--- config.mk ---
export PLATFORM = sky130hd
export DESIGN_NAME = x86_modrm_sib_decoder
export DESIGN_NICKNAME = d
export VERILOG_FILES = /design/src/hw/rtl/xmsd_pkg.sv /design/src/hw/rtl/xmsd_decode.sv /design/src/hw/rtl/x86_modrm_sib_decoder.sv
export SDC_FILE = /design/constraint.sdc
export NUM_CORES = 1
export LEC_CHECK = 0
export BUFFER_PORTS_ARGS = -buffer_cell sky130_fd_sc_hd__buf_2
export CORE_MARGIN = 2
export CORE_UTILIZATION = 50
export CTS_CLUSTER_DIAMETER = 80
export DETAILED_ROUTE_END_ITERATION = 12
export GPL_ROUTABILITY_DRIVEN = 0
export HOLD_SLACK_MARGIN = 0.02
export PLACE_DENSITY = 0.69
export REMOVE_ABC_BUFFERS = 1
export SKIP_LAST_GASP = 1
export SYNTH_ARGS = -nofsm -noshare
export SYNTH_HDL_FRONTEND = slang
export SYNTH_HIERARCHICAL = 1
export SYNTH_SLANG_ARGS = --single-unit
--- constraint.sdc ---
create_clock -name i_clk -period 12.1 [get_ports i_clk]
set_clock_uncertainty 0.2 [all_clocks]
set_input_delay 2.42 -clock i_clk [delete_from_list [all_inputs] [get_ports i_clk]]
set_output_delay 2.42 -clock i_clk [all_outputs]
set_load 0.005 [all_outputs]
--- src/hw/rtl/xmsd_pkg.sv ---
// ModRM / SIB / displacement decoder: shared types, field codes and helpers
// used by xmsd_decode and the top level x86_modrm_sib_decoder
// no dependencies
`default_nettype none

package xmsd_pkg;

    // addressing size codes
    localparam logic [1:0] MODE_16 = 2'd0;
    localparam logic [1:0] MODE_32 = 2'd1;
    localparam logic [1:0] MODE_64 = 2'd2;
    localparam logic [1:0] MODE_RSV = 2'd3;

    // ModRM mod codes
    localparam logic [1:0] MOD_IND = 2'd0;
    localparam logic [1:0] MOD_D8  = 2'd1;
    localparam logic [1:0] MOD_D32 = 2'd2;
    localparam logic [1:0] MOD_REG = 2'd3;

    // special rm / base low-bit codes
    localparam logic [2:0] RM_SIB      = 3'd4;
    localparam logic [2:0] RM_DISP32   = 3'd5;
    localparam logic [3:0] RM16_DISP16 = 4'd6;

    // displacement lengths in bytes
    localparam logic [2:0] DLEN_NONE = 3'd0;
    localparam logic [2:0] DLEN_8    = 3'd1;
    localparam logic [2:0] DLEN_16   = 3'd2;
    localparam logic [2:0] DLEN_32   = 3'd4;

    // addressing form codes
    localparam logic [3:0] FORM_REG      = 4'd0;
    localparam logic [3:0] FORM_16_MOD0  = 4'd1;
    localparam logic [3:0] FORM_16_DISP  = 4'd2;
    localparam logic [3:0] FORM_32_MOD0  = 4'd3;
    localparam logic [3:0] FORM_64_MOD0  = 4'd7;
    localparam logic [3:0] FORM_OFS_DISP = 4'd1;
    localparam logic [3:0] FORM_OFS_SIB  = 4'd2;

    // decode phase
    typedef enum logic [1:0] {
        PH_IDLE,
        PH_SIB,
        PH_DISP
    } t_phase;

    // input beat
    typedef struct packed {
        logic [7:0] data_byte;
        logic       start_flag;
        logic [1:0] addr_mode;
        logic       ext_reg;
        logic       ext_index;
        logic       ext_base;
        logic       ctrl_reg_move;
    } t_in_beat;

    // result beat
    typedef struct packed {
        logic [1:0]  mode_bits;
        logic [3:0]  reg_field;
        logic [3:0]  rm_field;
        logic        has_sib;
        logic [1:0]  scale_log;
        logic [3:0]  index_reg;
        logic [3:0]  base_reg;
        logic [31:0] displacement;
        logic [3:0]  address_form;
        logic [2:0]  byte_count;
    } t_out_beat;

    // result from the decode stage to the output stage
    typedef struct packed {
        logic      valid;
        t_out_beat beat;
    } t_res;

    // trim the gathered displacement to its length; an 8-bit one is sign-extended (to 16 bits in 16-bit mode)
    function automatic logic [31:0] disp_fix(input logic [31:0] acc,
                                             input logic [2:0]  len,
                                             input logic [1:0]  mode);
        logic [31:0] d;
        begin
            case (len)
                DLEN_NONE: d = 32'd0;
                DLEN_8: begin
                    if (mode == MODE_16)
                        d = {16'd0, {8{acc[7]}}, acc[7:0]};
                    else
                        d = {{24{acc[7]}}, acc[7:0]};
                end
                DLEN_16:   d = {16'd0, acc[15:0]};
                default:   d = acc;
            endcase
            return d;
        end
    endfunction

endpackage

`default_nettype wire

--- src/hw/rtl/xmsd_decode.sv ---
// decode stage: holds the operand state and consumes one byte per accepted beat
// depends on xmsd_pkg
`default_nettype none

module xmsd_decode (
    input  wire logic              i_clk,
    input  wire logic              i_rst_n,
    input  wire logic              i_take,
    input  wire xmsd_pkg::t_in_beat i_beat,
    output xmsd_pkg::t_res         o_res
);

    xmsd_pkg::t_phase r_phase, n_phase;
    logic [2:0]  r_rem, n_rem;
    logic [2:0]  r_len, n_len;
    logic [2:0]  r_bytes, n_bytes;
    logic [31:0] r_acc, n_acc;
    logic [1:0]  r_mode, n_mode;
    logic        r_x, n_x;
    logic        r_b, n_b;
    logic [1:0]  r_mod, n_mod;
    logic [3:0]  r_reg, n_reg;
    logic [3:0]  r_rm, n_rm;
    logic        r_sib, n_sib;
    logic [1:0]  r_scale, n_scale;
    logic [3:0]  r_index, n_index;
    logic [3:0]  r_base, n_base;
    logic [3:0]  r_form, n_form;

    // next state and result for the byte on offer
    always_comb begin
        logic [7:0] b;
        logic [1:0] mode;
        logic       rr, xx, bb;
        logic [3:0] fbase;
        logic [3:0] sub;
        logic [3:0] base_full;
        logic [1:0] pos;
        logic       emit;

        b = i_beat.data_byte;
        mode = '0;
        rr = 1'b0;
        xx = 1'b0;
        bb = 1'b0;
        fbase = '0;
        sub = '0;
        base_full = '0;
        pos = '0;
        emit = 1'b0;

        n_phase = r_phase;
        n_rem   = r_rem;
        n_len   = r_len;
        n_bytes = r_bytes;
        n_acc   = r_acc;
        n_mode  = r_mode;
        n_x     = r_x;
        n_b     = r_b;
        n_mod   = r_mod;
        n_reg   = r_reg;
        n_rm    = r_rm;
        n_sib   = r_sib;
        n_scale = r_scale;
        n_index = r_index;
        n_base  = r_base;
        n_form  = r_form;

        if (i_take) begin
            if (i_beat.start_flag) begin
                // ModRM byte: restart the operand
                mode = (i_beat.addr_mode == xmsd_pkg::MODE_RSV) ? xmsd_pkg::MODE_64
                                                                 : i_beat.addr_mode;
                if (mode != xmsd_pkg::MODE_16) begin
                    rr = i_beat.ext_reg;
                    xx = i_beat.ext_index;
                    bb = i_beat.ext_base;
                end
                n_mode  = mode;
                n_x     = xx;
                n_b     = bb;
                n_mod   = i_beat.ctrl_reg_move ? xmsd_pkg::MOD_REG : b[7:6];
                n_reg   = {rr, b[5:3]};
                n_rm    = {bb, b[2:0]};
                n_sib   = 1'b0;
                n_scale = '0;
                n_index = '0;
                n_base  = '0;
                n_bytes = 3'd1;
                n_acc   = '0;
                n_rem   = '0;
                n_len   = xmsd_pkg::DLEN_NONE;
                n_form  = xmsd_pkg::FORM_REG;
                n_phase = xmsd_pkg::PH_IDLE;

                if (n_mod == xmsd_pkg::MOD_REG) begin
                    emit = 1'b1;
                end else if (mode == xmsd_pkg::MODE_16) begin
                    if (n_mod == xmsd_pkg::MOD_IND) begin
                        n_form = xmsd_pkg::FORM_16_MOD0;
                        n_len  = (n_rm == xmsd_pkg::RM16_DISP16) ? xmsd_pkg::DLEN_16
                                                                 : xmsd_pkg::DLEN_NONE;
                    end else begin
                        n_form = xmsd_pkg::FORM_16_DISP;
                        n_len  = (n_mod == xmsd_pkg::MOD_D8) ? xmsd_pkg::DLEN_8
                                                             : xmsd_pkg::DLEN_16;
                    end
                end else begin
                    fbase = (mode == xmsd_pkg::MODE_32) ? xmsd_pkg::FORM_32_MOD0
                                                        : xmsd_pkg::FORM_64_MOD0;
                    sub = (n_mod == xmsd_pkg::MOD_IND) ? 4'd0 : xmsd_pkg::FORM_OFS_DISP;
                    if (n_rm[2:0] == xmsd_pkg::RM_SIB) begin
                        n_form = fbase + xmsd_pkg::FORM_OFS_SIB + sub;
                    end else begin
                        n_form = fbase + sub;
                        if (n_mod == xmsd_pkg::MOD_IND)
                            n_len = (n_rm[2:0] == xmsd_pkg::RM_DISP32) ? xmsd_pkg::DLEN_32
                                                                       : xmsd_pkg::DLEN_NONE;
                        else
                            n_len = (n_mod == xmsd_pkg::MOD_D8) ? xmsd_pkg::DLEN_8
                                                                : xmsd_pkg::DLEN_32;
                    end
                end

                // memory form: SIB next, displacement next, or done
                if (n_mod != xmsd_pkg::MOD_REG) begin
                    if (mode != xmsd_pkg::MODE_16 && n_rm[2:0] == xmsd_pkg::RM_SIB) begin
                        n_phase = xmsd_pkg::PH_SIB;
                    end else if (n_len == xmsd_pkg::DLEN_NONE) begin
                        emit = 1'b1;
                    end else begin
                        n_phase = xmsd_pkg::PH_DISP;
                        n_rem   = n_len;
                    end
                end
            end else begin
                unique case (r_phase)
                    xmsd_pkg::PH_SIB: begin
                        // SIB byte
                        base_full = {r_b, b[2:0]};
                        n_sib   = 1'b1;
                        n_scale = b[7:6];
                        n_index = {r_x, b[5:3]};
                        n_base  = base_full;
                        n_bytes = r_bytes + 3'd1;
                        n_acc   = '0;
                        if (r_mod == xmsd_pkg::MOD_IND)
                            n_len = (base_full[2:0] == xmsd_pkg::RM_DISP32)
                                    ? xmsd_pkg::DLEN_32 : xmsd_pkg::DLEN_NONE;
                        else
                            n_len = (r_mod == xmsd_pkg::MOD_D8) ? xmsd_pkg::DLEN_8
                                                                : xmsd_pkg::DLEN_32;
                        n_rem = n_len;
                        if (n_len == xmsd_pkg::DLEN_NONE)
                            emit = 1'b1;
                        else
                            n_phase = xmsd_pkg::PH_DISP;
                    end
                    xmsd_pkg::PH_DISP: begin
                        // displacement byte, little-endian
                        pos     = r_len[1:0] - r_rem[1:0];
                        n_acc   = r_acc | ({24'd0, b} << {pos, 3'b000});
                        n_bytes = r_bytes + 3'd1;
                        n_rem   = r_rem - 3'd1;
                        if (n_rem == 3'd0)
                            emit = 1'b1;
                    end
                    default: begin
                        // stray byte while idle is dropped
                    end
                endcase
            end

            if (emit) begin
                n_phase = xmsd_pkg::PH_IDLE;
                n_rem   = '0;
            end
        end

        // result beat
        o_res.valid             = emit;
        o_res.beat.mode_bits    = n_mod;
        o_res.beat.reg_field    = n_reg;
        o_res.beat.rm_field     = n_rm;
        o_res.beat.has_sib      = n_sib;
        o_res.beat.scale_log    = n_scale;
        o_res.beat.index_reg    = n_index;
        o_res.beat.base_reg     = n_base;
        o_res.beat.displacement = xmsd_pkg::disp_fix(n_acc, n_len, n_mode);
        o_res.beat.address_form = n_form;
        o_res.beat.byte_count   = n_bytes;
    end

    // control state
    always_ff @(posedge i_clk) begin
        if (!i_rst_n) begin
            r_phase <= xmsd_pkg::PH_IDLE;
            r_rem   <= '0;
            r_bytes <= '0;
        end else begin
            r_phase <= n_phase;
            r_rem   <= n_rem;
            r_bytes <= n_bytes;
        end
    end

    // operand fields
    always_ff @(posedge i_clk) begin
        r_len   <= n_len;
        r_acc   <= n_acc;
        r_mode  <= n_mode;
        r_x     <= n_x;
        r_b     <= n_b;
        r_mod   <= n_mod;
        r_reg   <= n_reg;
        r_rm    <= n_rm;
        r_sib   <= n_sib;
        r_scale <= n_scale;
        r_index <= n_index;
        r_base  <= n_base;
        r_form  <= n_form;
    end

endmodule

`default_nettype wire

--- src/hw/rtl/x86_modrm_sib_decoder.sv ---
// top level of the ModRM / SIB / displacement decoder: decode stage plus
// registered output with a skid stage
// depends on xmsd_pkg and xmsd_decode
//
// Usage
//   Input channel: one instruction byte per beat on i_in_beat, qualified by
//   i_in_valid; the block holds it off with o_in_stall. A beat with
//   start_flag set is the ModRM byte and restarts decoding; the mode and
//   REX bits are sampled on that beat only. Unmarked bytes while idle are
//   dropped.
//   Output channel: one result beat on o_out_beat per operand, qualified by
//   o_out_valid, held while i_out_stall is high.
//   Throughput: one byte per cycle, sustained, as long as results drain.
//   Result: the result of an operand is registered when its last byte
//   (ModRM, SIB or final displacement byte) is accepted.
//   Stall: a result that meets a stalled output goes to a one-entry skid
//   stage; o_in_stall is high only while that stage is full.
//   Reset: synchronous, active low; decode goes idle, output is emptied.
`default_nettype none

module x86_modrm_sib_decoder (
    input  wire logic                i_clk,
    input  wire logic                i_rst_n,
    input  wire logic                i_in_valid,
    output      logic                o_in_stall,
    input  wire xmsd_pkg::t_in_beat  i_in_beat,
    output      logic                o_out_valid,
    input  wire logic                i_out_stall,
    output      xmsd_pkg::t_out_beat o_out_beat
);

    logic                r_out_valid;
    xmsd_pkg::t_out_beat r_out;
    logic                r_skid_valid;
    xmsd_pkg::t_out_beat r_skid;
    logic                take;
    xmsd_pkg::t_res      res;

    // input beat accepted
    assign take = i_in_valid && !r_skid_valid;

    xmsd_decode u_decode (
        .i_clk   (i_clk),
        .i_rst_n (i_rst_n),
        .i_take  (take),
        .i_beat  (i_in_beat),
        .o_res   (res)
    );

    // output register and skid control
    always_ff @(posedge i_clk) begin
        if (!i_rst_n) begin
            r_out_valid  <= 1'b0;
            r_skid_valid <= 1'b0;
        end else if (!r_out_valid || !i_out_stall) begin
            if (r_skid_valid) begin
                r_out_valid  <= 1'b1;
                r_skid_valid <= 1'b0;
            end else begin
                r_out_valid <= res.valid;
            end
        end else if (res.valid) begin
            r_skid_valid <= 1'b1;
        end
    end

    // output and skid payload
    always_ff @(posedge i_clk) begin
        if (!r_out_valid || !i_out_stall) begin
            if (r_skid_valid)
                r_out <= r_skid;
            else if (res.valid)
                r_out <= res.beat;
        end else if (res.valid) begin
            r_skid <= res.beat;
        end
    end

    assign o_in_stall  = r_skid_valid;
    assign o_out_valid = r_out_valid;
    assign o_out_beat  = r_out;

endmodule

`default_nettype wire

# [Yosys cells after proc, flatten, opt, wreduce, memory -nomap -nowiden]
# Index checks and enable logic that the tools add are counted.
[word_totals] in_bits=19 elab_cells=174 out_inout_bits=62 reg_bits=194
[op_classes] mux=87 shifts=1 bitwise=3 add_sub_neg=6 reduce_logical=25 eq_ne=14
[ops] cell="2-to-1 mux 60 bit" n=2
[ops] cell="2-to-1 mux 32 bit" n=3
[ops] cell="case mux 32 bit (3 select lines)" n=1
[ops] cell="2-to-1 mux 3 bit" n=26
[ops] cell="case mux 32 bit (2 select lines)" n=1
[ops] cell="2-to-1 mux 4 bit" n=15
[ops] cell="2-to-1 mux 2 bit" n=19
[ops] cell="OR 32 bit" n=1
[ops] cell="<< shifter 8 x 5 -> 32 bit" n=1
[ops] cell="2-to-1 mux 1 bit" n=18
[ops] cell="zero test 3 bit" n=4
[ops] cell="adder 4 bit" n=2
[ops] cell="equality test 2 x 1 -> 1 bit (second input constant)" n=4
[ops] cell="zero test 2 bit" n=4
[ops] cell="AND reduction 2 bit" n=4
[ops] cell="equality test 2 bit (second input constant)" n=3
[ops] cell="equality test 3 bit (second input constant)" n=2
[ops] cell="case mux 3 bit (2 select lines)" n=1
[ops] cell="adder 4 x 2 -> 4 bit (second input constant)" n=1
[ops] cell="equality test 4 x 3 -> 1 bit (second input constant)" n=1
[ops] cell="nonzero test 2 bit" n=2
[ops] cell="nonzero test 4 bit" n=1
[ops] cell="OR reduction 2 bit" n=2
[ops] cell="adder 3 x 1 -> 3 bit (second input constant)" n=1
[ops] cell="13 further kinds" n=17

# [Depth between registers and ports, before layout]
# Gate-level depths: netlist of run 1.
[logic_depth] word_depth=22 ltp_mapped=12 mapped_depth_nobuf=8

# [By module]
# The synthesis of run 1 kept the hierarchy.
[modules_own_cells] module="x86_modrm_sib_decoder" seq_area_each_um2=3643.5 area_per_inst_um2=4715.8 instances=1 cells_each=196
[modules_own_cells] module="xmsd_decode" seq_area_each_um2=1461.4 area_per_inst_um2=3367.0 instances=1 cells_each=385

# [Least setup slack after synthesis of run 1]
# OpenSTA, ideal clock, no wires.
[synth_path] kind="input to register" startpoint="in i_in_beat[9] (netlist bit)" endpoint="reg r_out (netlist bit o_out_beat[0]) (enable)" arrival_time_ps=6560 t_required_ps=11402 n_path_buf=1 path_slack_ps=4843 setup_ps=498 path_stages=7 path_cell_list="buf_4 and3b_1 or3_1 o21bai_1 and4_1 nor2_2 a21oi_1"
[synth_rtl] item="start, declared" line_no="x86_modrm_sib_decoder.sv:26" source="input wire xmsd_pkg::t_in_beat i_in_beat,"
[synth_rtl] item="end signal, assigned" line_no="x86_modrm_sib_decoder.sv:71" source="r_out <= r_skid;"
[synth_rtl] item="end signal, assigned" line_no="x86_modrm_sib_decoder.sv:73" source="r_out <= res.beat;"
[synth_rtl] item="end, declared" line_no="x86_modrm_sib_decoder.sv:33" source="xmsd_pkg::t_out_beat r_out;"

==> results of run 1 <==
power breakdown:
group	internal, mW	switching (mW)	total (mW)
sequential	0.725	0.00748	0.733
clock	0.313	0.247	0.559
combinational	0.0368	0.0545	0.0913
metrics by stage:
| stage | hold slack (ns) | worst slack (ns) | area, um^2 | power (mW) | utilization |
|---|---|---|---|---|---|
| 2_1_floorplan | 0.222 | 4.87 | 7800 | 0.804 | - |
| 6_report | 0.246 | 5.35 | 9120 | 1.38 | 0.576 |
| 3_3_place_gp | 0.232 | 5.29 | 8530 | 0.836 | 0.539 |
| 3_5_place_dp | 0.238 | 5.00 | 8530 | 0.839 | 0.539 |
| 4_1_cts | 0.248 | 5.44 | 9120 | 1.39 | 0.576 |
| 5_1_grt | 0.258 | 4.98 | 9120 | 1.43 | 0.576 |
kinds of logic (layout without fill, tap and decap cells):
group,Yosys count,after routing,share of synthesized area
XOR/XNOR,2,2,0.00387
flip-flops,194,194,0.632
buffers and inverters,57,139,0.0454
multiplexers,63,63,0.114
adder cells (fa/ha/maj),9,9,0.0139
AO/OA/AOI/OAI,123,123,0.110
AND/OR/NAND/NOR,133,133,0.0807
cells in the mapped netlist, types with 3 or more instances:
master and instances:
sky130_fd_sc_hd__edfxtp_1 122, sky130_fd_sc_hd__nand2_1 78, sky130_fd_sc_hd__dfxtp_1 72, sky130_fd_sc_hd__mux2_4 58, sky130_fd_sc_hd__o21ai_0 27, sky130_fd_sc_hd__a21oi_1 25
sky130_fd_sc_hd__a22o_1 24, sky130_fd_sc_hd__inv_1 22, sky130_fd_sc_hd__nor2_1 13, sky130_fd_sc_hd__clkbuf_1 12, sky130_fd_sc_hd__a22oi_1 9, sky130_fd_sc_hd__ha_1 9
sky130_fd_sc_hd__buf_2 7, sky130_fd_sc_hd__and2_1 6, sky130_fd_sc_hd__buf_12 6, sky130_fd_sc_hd__nor2b_1 6, sky130_fd_sc_hd__buf_6 5, sky130_fd_sc_hd__nor3_1 5
sky130_fd_sc_hd__a211oi_1 4, sky130_fd_sc_hd__o21a_1 4, sky130_fd_sc_hd__and3_1 3, sky130_fd_sc_hd__mux2_2 3, sky130_fd_sc_hd__nand2b_1 3
final timing paths:
kind | start | end | slack (ns) | cells after the start
worst max register to register | o_in_stall$_SDFFE_PP0P_ | o_out_beat[16]$_DFFE_PP_ | 6.81 | 8
worst min-delay path | u_decode/r_mode[1]$_DFF_P_ | u_decode/r_mode[1]$_DFF_P_ | 0.25 | 2
worst max-delay path | i_in_valid | o_out_beat[16]$_DFFE_PP_ | 5.35 | 9
worst min register to register | u_decode/r_mode[1]$_DFF_P_ | u_decode/r_mode[1]$_DFF_P_ | 0.25 | 2
area by class of cell:
| class | instances | area share |
|---|---|---|
| multi-input combinational | 330 | 0.289 |
| sequential | 194 | 0.560 |
| tap | 216 | 0.0296 |
| timing repair buffer | 84 | 0.0472 |
| inverter | 23 | 0.00946 |
| clock buffer | 18 | 0.0481 |
| clock inverter | 14 | 0.0169 |
critical path: stages:
cell	delay, ns
sky130_fd_sc_hd__buf_2	0.08
sky130_fd_sc_hd__nor2b_1	0.64
sky130_fd_sc_hd__nand2_1	0.65
sky130_fd_sc_hd__clkinv_1	0.68
sky130_fd_sc_hd__nand2_1	0.19
sky130_fd_sc_hd__o32ai_2	1.06
sky130_fd_sc_hd__or2_1	0.51
sky130_fd_sc_hd__a21oi_1	0.18
sky130_fd_sc_hd__mux2_4	0.30
metal layers:
metal / vias up / track usage / share of wire / wire length (um)
met5: - / 0 / 0 / 0
met4: 0 / 0.0646 / 0.015 / 236
met3: 20 / 0.0490 / 0.050 / 775
met2: 141 / 0.288 / 0.48 / 7390
met1: 2368 / 0.245 / 0.46 / 7100
li1: 2269 / - / - / -
==> impl_metrics.tcl, run 1 <==
set metrics [dict create \
    routed-via-count 4798 \
    drive_gt1_frac 0.296 \
    power-per-cell-area_mw_per_mm2 152 \
    synth_async_sr_flop_share 0 \
    grt_antenna_before_repair 0 \
    tritoncts.num_buffers 17 \
    wire_length_of_the_first_global_routing_pass_um 24800 \
    clk_root_buffer_cell "sky130_fd_sc_hd__clkbuf_16" \
    area_delta_synth_final_pct 12.9 \
    design.portCount 81 \
    final_cell_count_no_fill 879 \
    worst_pin_slew_ns 1.22 \
    multi_input_comb_area_mm2 0.00264 \
    fin_setup_tns_ns 0 \
    cts_tree "built" \
    first_pass_iters 5 \
    floorplan.die.width_um 131 \
    cts_setup_buffers 0 \
    synthFlopType "sky130_fd_sc_hd__edfxtp_1" \
    core-area_mm2 0.0158 \
    num_antenna_cells 0 \
    global_route.overflow_total 0 \
    place_hpwl_um 9970 \
    clock_latency_ns 0.43 \
    dieArea_mm2 0.0172 \
    starting_density 0.511 \
    max_freq_ghz 0.148 \
    ctsHtreeMaxLevel 4 \
    setup.worst_path.end_class "flip-flop" \
    place.detailed.instances 847 \
    final_min_period_over_clock_period 0.558 \
    finalSetupViolCount 0 \
    register_area_mm2 0.00511 \
    critPathLaunchType "input port" \
    antenna_left 0 \
    critical_path_required_ns 12.07 \
    synthDominantAreaCellType "sky130_fd_sc_hd__edfxtp_1" \
    grt_util_all_layers 0.183 \
    finalHoldViolCount 0 \
    synth.cell_area_mm2 0.00808 \
    critical_path_class "in2reg" \
    min_period_ns 6.75 \
    synth_area_leaders "sky130_fd_sc_hd__edfxtp_1 (45%), sky130_fd_sc_hd__dfxtp_1 (18%), sky130_fd_sc_hd__mux2_4 (11%)" \
    slew_violations 0 \
    post-route-drc-count 0 \
    post_drt_via_cell_ratio 5.46 \
    fillers 1290 \
    drtIter0Drc 401 \
    post_synth_edffs 122 \
    critical_path_peak_fanout 27 \
    fin_nets 678 \
    min_path_type "reg2reg" \
    fp.dieH_um 131 \
    grt_max_degree 61 \
    layout_commonest_cell "sky130_fd_sc_hd__edfxtp_1" \
    most-common-layout-cells "sky130_fd_sc_hd__edfxtp_1 (122), sky130_fd_sc_hd__buf_2 (80), sky130_fd_sc_hd__nand2_1 (78)" \
    avgSynthCellArea_um2 13.9 \
    maxSlewHeadroom 0.187 \
    cts.hold.buffers_added 0 \
    max_cap_viols 0 \
    number_of_global_route_vias_before_repair 4756 \
    cts_resized 0 \
    worst-endpoint-arrival_ns 6.72 \
    register_area_share_after_synthesis 0.632 \
    routedWlPerCell_um 17.6 \
    yosys_register_bits 194 \
    yosysUniqueCellTypes 71 \
    rows 46 \
    routed_wl_um 15500 \
    netlist.area_leader.share 0.453 \
    yosysWarningCount 6 \
    run_status "complete, no violations" \
    grt_setup_unrepaired "no" \
    clock-sinks 194 \
    clock_path_buffers 2 \
    buffer_ports.inserted 80 \
    postSynthCellCount 581 \
    cts.clk_slew.worst_paths_ns 0.07 \
    power.static_leakage_nw 3.57 \
    vdd_ir_drop_max_mv 0.0971 \
]
Note: power is estimated with default switching activity, not from simulation.
==> inputs of run 2 (changes only) <==
Clock period 12.1 ns to 6.9 ns, I/O delays scaled along.
==> impl_metrics.tcl, run 2 (synthesis gave the netlist of run 1 again) <==
set metrics [dict create \
    run_status "complete, no violations" \
    power.static_leakage_nw 3.59 \
    ctsHtreeMaxLevel 4 \
    fillers 1294 \
    routedWlPerCell_um 18.2 \
    grt_antenna_before_repair 0 \
    p_sw_mw 0.538 \
    clk_root_buffer_cell "sky130_fd_sc_hd__clkbuf_16" \
    multi_input_comb_area_mm2 0.00264 \
    power-per-cell-area_mw_per_mm2 271 \
    final_min_period_over_clock_period 0.716 \
    num_antenna_cells 0 \
    critical_path_class "in2reg" \
    vdd_ir_drop_max_mv 0.179 \
    layout_commonest_cell "sky130_fd_sc_hd__edfxtp_1" \
    finalHoldViolCount 0 \
    fp.dieH_um 131 \
    swShare 0.216 \
    max_freq_ghz 0.202 \
    global_route.overflow_total 0 \
    routed_wl_um 16000 \
    fin_setup_tns_ns 0 \
    grt_setup_unrepaired "no" \
    place_hpwl_um 10200 \
    power_report.internal_total_mw 1.95 \
    drtIter0Drc 433 \
    routed-via-count 4821 \
    cts.hold.buffers_added 0 \
    clock_power_share 0.417 \
    cts_tree "built" \
    design.portCount 81 \
    number_of_global_route_vias_before_repair 4889 \
    slew_violations 0 \
    area_delta_synth_final_pct 13.3 \
    drive_gt1_frac 0.294 \
    clock_path_buffers 2 \
    post_drt_via_cell_ratio 5.48 \
    register_area_mm2 0.00511 \
    cts.clk_slew.worst_paths_ns 0.06 \
    buffer_ports.inserted 80 \
    critPathLaunchType "input port" \
    post-route-drc-count 0 \
    grt_util_all_layers 0.189 \
    most-common-layout-cells "sky130_fd_sc_hd__edfxtp_1 (122), sky130_fd_sc_hd__buf_2 (80), sky130_fd_sc_hd__nand2_1 (78)" \
    r2r_end "o_out_beat[21]$_DFFE_PP_" \
    fin_nets 679 \
    worst-endpoint-arrival_ns 4.92 \
    floorplan.die.width_um 131 \
    min_path_type "reg2reg" \
    clock_latency_ns 0.43 \
    core-area_mm2 0.0158 \
    starting_density 0.511 \
    fin_util 0.579 \
    critical_path.startpoint "i_in_valid" \
    worst_pin_slew_ns 1.18 \
    dieArea_mm2 0.0172 \
    grt_max_degree 36 \
    clock-sinks 194 \
    cts_setup_buffers 0 \
    r2r_slack_ns 2.41 \
    antenna_left 0 \
    rr_startpoint "o_in_stall$_SDFFE_PP0P_" \
    tritoncts.num_buffers 17 \
    cts_resized 0 \
    critical_path_required_ns 6.88 \
    first_pass_iters 6 \
    max_cap_viols 0 \
    crit_path_end "o_out_beat[21]$_DFFE_PP_" \
    setup.worst_path.end_class "flip-flop" \
    finalSetupViolCount 0 \
    combinationalPowerShare 0.066 \
    power.sequential.fraction 0.518 \
    wire_length_of_the_first_global_routing_pass_um 25500 \
    rows 46 \
    reg2regPathDepth 8 \
    min_period_ns 4.94 \
    maxSlewHeadroom 0.212 \
    critical_path_peak_fanout 21 \
]
-- run 2: metal layers --
metal / vias to the layer above / track usage / routed length, um
li1: 2271 / - / -
met1: 2373 / 0.246 / 7090
met2: 151 / 0.306 / 7770
met3: 26 / 0.0536 / 871
met5: - / 0 / 0
met4: 0 / 0.0646 / 283
-- run 2: worst max-delay path, cell delays in order --
cell and delay (ns):
sky130_fd_sc_hd__buf_2 0.07, sky130_fd_sc_hd__nor2b_1 0.61, sky130_fd_sc_hd__nand2_1 0.60, sky130_fd_sc_hd__clkinv_1 0.18, sky130_fd_sc_hd__nand2_1 0.10, sky130_fd_sc_hd__o32ai_2 1.00, sky130_fd_sc_hd__or2_1 0.50, sky130_fd_sc_hd__a21oi_1 0.17
sky130_fd_sc_hd__mux2_4 0.29
-- run 2: cell type report --
| class | instances | share of cell area |
|---|---|---|
| repair buffers | 85 | 0.0478 |
| clock inverters | 13 | 0.0204 |
| flip-flops and latches | 194 | 0.558 |
| clock buffers | 19 | 0.0473 |
| multi-input cells | 330 | 0.288 |
| well taps | 216 | 0.0295 |
| inverters | 23 | 0.00943 |
-- run 2: worst min path at each step --
stage / startpoint / to / cells after the start
CTS: u_decode/r_mode[1]$_DFF_P_ / u_decode/r_mode[1]$_DFF_P_ / 2
global placement: u_decode/r_mode[1]$_DFF_P_ / u_decode/r_mode[1]$_DFF_P_ / 2
global route: u_decode/r_mode[1]$_DFF_P_ / u_decode/r_mode[1]$_DFF_P_ / 2
detailed placement: u_decode/r_mode[1]$_DFF_P_ / u_decode/r_mode[1]$_DFF_P_ / 2
floorplan: u_decode/r_mode[1]$_DFF_P_ / u_decode/r_mode[1]$_DFF_P_ / 2
finish: u_decode/r_mode[1]$_DFF_P_ / u_decode/r_mode[1]$_DFF_P_ / 2
-- run 2: power groups by stage --
stage / clock network [mW] / logic [mW] / registers, mW
after floorplan: 0 / 0.0952 / 1.31
after global placement: 0 / 0.156 / 1.31
after detailed placement: 0 / 0.162 / 1.31
after CTS: 1.05 / 0.164 / 1.29
after global routing: 1.10 / 0.178 / 1.29
final: 1.03 / 0.163 / 1.29
-- run 2: stage by stage --
| step | instances | hold slack, ns | power (mW) | worst slack (ns) | cell area [um^2] |
|---|---|---|---|---|---|
| CTS | 880 | 0.256 | 2.50 | 2.01 | 9160 |
| detailed placement | 848 | 0.246 | 1.47 | 1.56 | 8540 |
| global route | 880 | 0.273 | 2.56 | 1.54 | 9160 |
| global placement | 848 | 0.237 | 1.47 | 1.74 | 8540 |
| finish | 880 | 0.253 | 2.48 | 1.96 | 9160 |
| floorplan | 547 | 0.222 | 1.41 | 0.563 | 7800 |
==> inputs of run 3 (changes only) <==
Settings changed: ABC_AREA set to 1, PLACE_DENSITY 0.69 to 0.72.
Clock period 6.9 ns to 4 ns, I/O delays scaled along.
==> impl_metrics.tcl, run 3 <==
set metrics [dict create \
    crit_path_top_delay_cell "sky130_fd_sc_hd__nor2_1" \
    synth_most_common_cell "sky130_fd_sc_hd__nand2_1" \
    tritoncts.num_buffers 17 \
    finalSetupViolCount 0 \
    grt_max_degree 70 \
    finalHoldViolCount 0 \
    yosysUniqueCellTypes 43 \
    fin_nets 898 \
    worst_pin_slew_ns 0.695 \
    wl_met3_um 647 \
    setup.worst_path.end_class "flip-flop" \
    timing.critical_path.max_delay_family "simple AND/OR/NAND/NOR gates" \
    crit_path_cell_trace "buf_2 -> inv_1 -> nor2_1 -> nand2_2 -> inv_1 -> nand2_1 -> o211ai_2 -> nor2_4 -> inv_2 -> nor2_2 -> nor2_1 -> inv_1 -> o21ai_0" \
    global_route.overflow_total 0 \
    clock_path_buffers 2 \
    place.detailed.instances 1062 \
    place_hpwl_um 9700 \
    synth_async_sr_flop_share 0 \
    floorplan.die.width_um 130 \
    m1WireLength_um 6820 \
    cts_resized 0 \
    buffer_ports.inserted 80 \
    postLayoutSetupSlackWorst_ns 1.04 \
    dieArea_mm2 0.0168 \
    critPathLaunchType "input port" \
    worst-endpoint-arrival_ns 3.02 \
    rows 45 \
    drtIter0Drc 428 \
    first_pass_iters 5 \
    clock-sinks 194 \
    yosys_register_bits 194 \
    synth.cell_area_mm2 0.00789 \
    post_synth_edffs 122 \
    clock_latency_ns 0.42 \
    maxSlewHeadroom 0.536 \
    clk_root_buffer_cell "sky130_fd_sc_hd__clkbuf_16" \
    slew_violations 0 \
    critical_path_required_ns 4.05 \
    postSynthCellCount 794 \
    grt_antenna_before_repair 0 \
    starting_density 0.515 \
    power.static_leakage_nw 3.69 \
    grt_setup_unrepaired "no" \
    final_cell_count_no_fill 1094 \
    ctsHtreeMaxLevel 4 \
    cp.buffers_inverters 5 \
    layout_commonest_cell "sky130_fd_sc_hd__nand2_1" \
    critical_path_peak_fanout 12 \
    most-common-layout-cells "sky130_fd_sc_hd__nand2_1 (213), sky130_fd_sc_hd__edfxtp_1 (122), sky130_fd_sc_hd__inv_1 (115)" \
    run_status "complete, no violations" \
    cts.clk_slew.worst_paths_ns 0.07 \
    wire_length_of_the_first_global_routing_pass_um 24300 \
    post-layout-total-power_mw 4.37 \
    dpl_cell_area_mm2 0.00844 \
    cts.hold.buffers_added 0 \
    min_path_type "reg2reg" \
    synthDominantAreaCellType "sky130_fd_sc_hd__edfxtp_1" \
    post_drt_via_cell_ratio 4.90 \
    cts_tree "built" \
    highest_layer "met4" \
    number_of_global_route_vias_before_repair 5035 \
    cts_setup_buffers 0 \
    fin_setup_tns_ns 0 \
    vdd_ir_drop_max_mv 0.288 \
    synthTopCellsByCount "sky130_fd_sc_hd__nand2_1 (213), sky130_fd_sc_hd__edfxtp_1 (122), sky130_fd_sc_hd__inv_1 (115), sky130_fd_sc_hd__o21ai_0 (113), sky130_fd_sc_hd__dfxtp_1 (72)" \
    max_cap_viols 0 \
    antenna_left 0 \
    max_freq_ghz 0.338 \
    design.portCount 81 \
    synth_area_leaders "sky130_fd_sc_hd__edfxtp_1 (46%), sky130_fd_sc_hd__dfxtp_1 (18%), sky130_fd_sc_hd__nand2_1 (10%)" \
    drive_gt1_frac 0.156 \
    register_area_share_after_synthesis 0.647 \
    area_delta_synth_final_pct 14.8 \
    routed-via-count 5358 \
    hold_ws_ns 0.273 \
    num_antenna_cells 0 \
    power-per-cell-area_mw_per_mm2 482 \
    critical_path.max_stage_delay_ns 0.47 \
    fp.dieH_um 130 \
    post-route-drc-count 0 \
    fin_area_mm2 0.00906 \
    critical_path_class "in2reg" \
    fillers 1382 \
    pre_cts_ws_ns 0.598 \
    min_period_ns 2.96 \
    avgSynthCellArea_um2 9.94 \
    synthFlopType "sky130_fd_sc_hd__edfxtp_1" \
    fin_util 0.592 \
    routedWlPerCell_um 13.7 \
    routed_wl_um 15000 \
    final_min_period_over_clock_period 0.740 \
    netlist.area_leader.share 0.464 \
    met2_length_um 7090 \
    grt_util_all_layers 0.188 \
    core-area_mm2 0.0153 \
    cpMostUsedCell "sky130_fd_sc_hd__inv_1" \
    yosysWarningCount 6 \
]
[run 3: changes by cell type in the layout (fill, tap and decap cells not counted), sizes merged, moves of 8 or more]
cell	change
nand2	+138
nand3	+10
a21oi	-8
a22o	-24
o21ai	+89
mux2	-61
inv	+97
a22oi	-8
nor2	+37
[run 3: routing by layer]
metal / vias to the layer above / global-route usage
met3: 32 / 0.0384
li1: 2728 / -
met5: - / 0
met4: 0 / 0.0867
met1: 2452 / 0.247
met2: 146 / 0.302
[run 3: logic make-up (layout without fill, tap and decap cells)]
group | after synthesis | in the layout | share of synthesized area
and+or+nand+nor | 287 | 287 | 0.143
buffers and inverters | 148 | 237 | 0.0823
xor gates and xnor gates | 3 | 3 | 0.00428
AOI/OAI and AO/OA | 153 | 153 | 0.109
adders and majority gates | 9 | 9 | 0.0143
DFF | 194 | 194 | 0.647
[run 3: layout make-up]
type                    count  area [um^2]  share of cell area
flip-flops and latches    194         5110               0.564
multi-input cells         452         2150               0.237
repair buffers             86          470              0.0519
clock buffers              20          468              0.0517
inverters                 119          447              0.0493
well taps                 211          264              0.0291
clock inverters            12          153              0.0169
[run 3: path summary, 6_finish.rpt]
path / start / to / slack (ns) / cells after the start
max: i_in_valid / o_out_beat[14]$_DFFE_PP_ / 1.04 / 13
min: u_decode/r_acc[16]$_DFF_P_ / u_decode/r_acc[16]$_DFF_P_ / 0.27 / 2
max reg2reg: u_decode/r_phase[0]$_SDFFE_PN0P_ / o_out_beat[29]$_DFFE_PP_ / 1.08 / 14
min reg2reg: u_decode/r_acc[16]$_DFF_P_ / u_decode/r_acc[16]$_DFF_P_ / 0.27 / 2
[run 3: power by group]
part           switching, mW  leakage [nW]  internal (mW)
registers             0.0267          1.73           2.23
logic                  0.248          1.66          0.110
clock network          0.714         0.294           1.04
total                  0.988          3.69           3.38
[run 3: worst reg2reg max path, cell delays in order, from the launching register on]
cell and delay, ns:
sky130_fd_sc_hd__dfxtp_1 0.36, sky130_fd_sc_hd__inv_1 0.05, sky130_fd_sc_hd__ha_1 0.48, sky130_fd_sc_hd__inv_1 0.13, sky130_fd_sc_hd__a21oi_2 0.19, sky130_fd_sc_hd__nor2_1 0.06, sky130_fd_sc_hd__inv_1 0.31, sky130_fd_sc_hd__nand2_1 0.11
sky130_fd_sc_hd__nand2_1 0.12, sky130_fd_sc_hd__inv_2 0.06, sky130_fd_sc_hd__nor2_4 0.13, sky130_fd_sc_hd__o211ai_4 0.19, sky130_fd_sc_hd__nand2_1 0.15, sky130_fd_sc_hd__inv_1 0.04, sky130_fd_sc_hd__o21ai_0 0.18
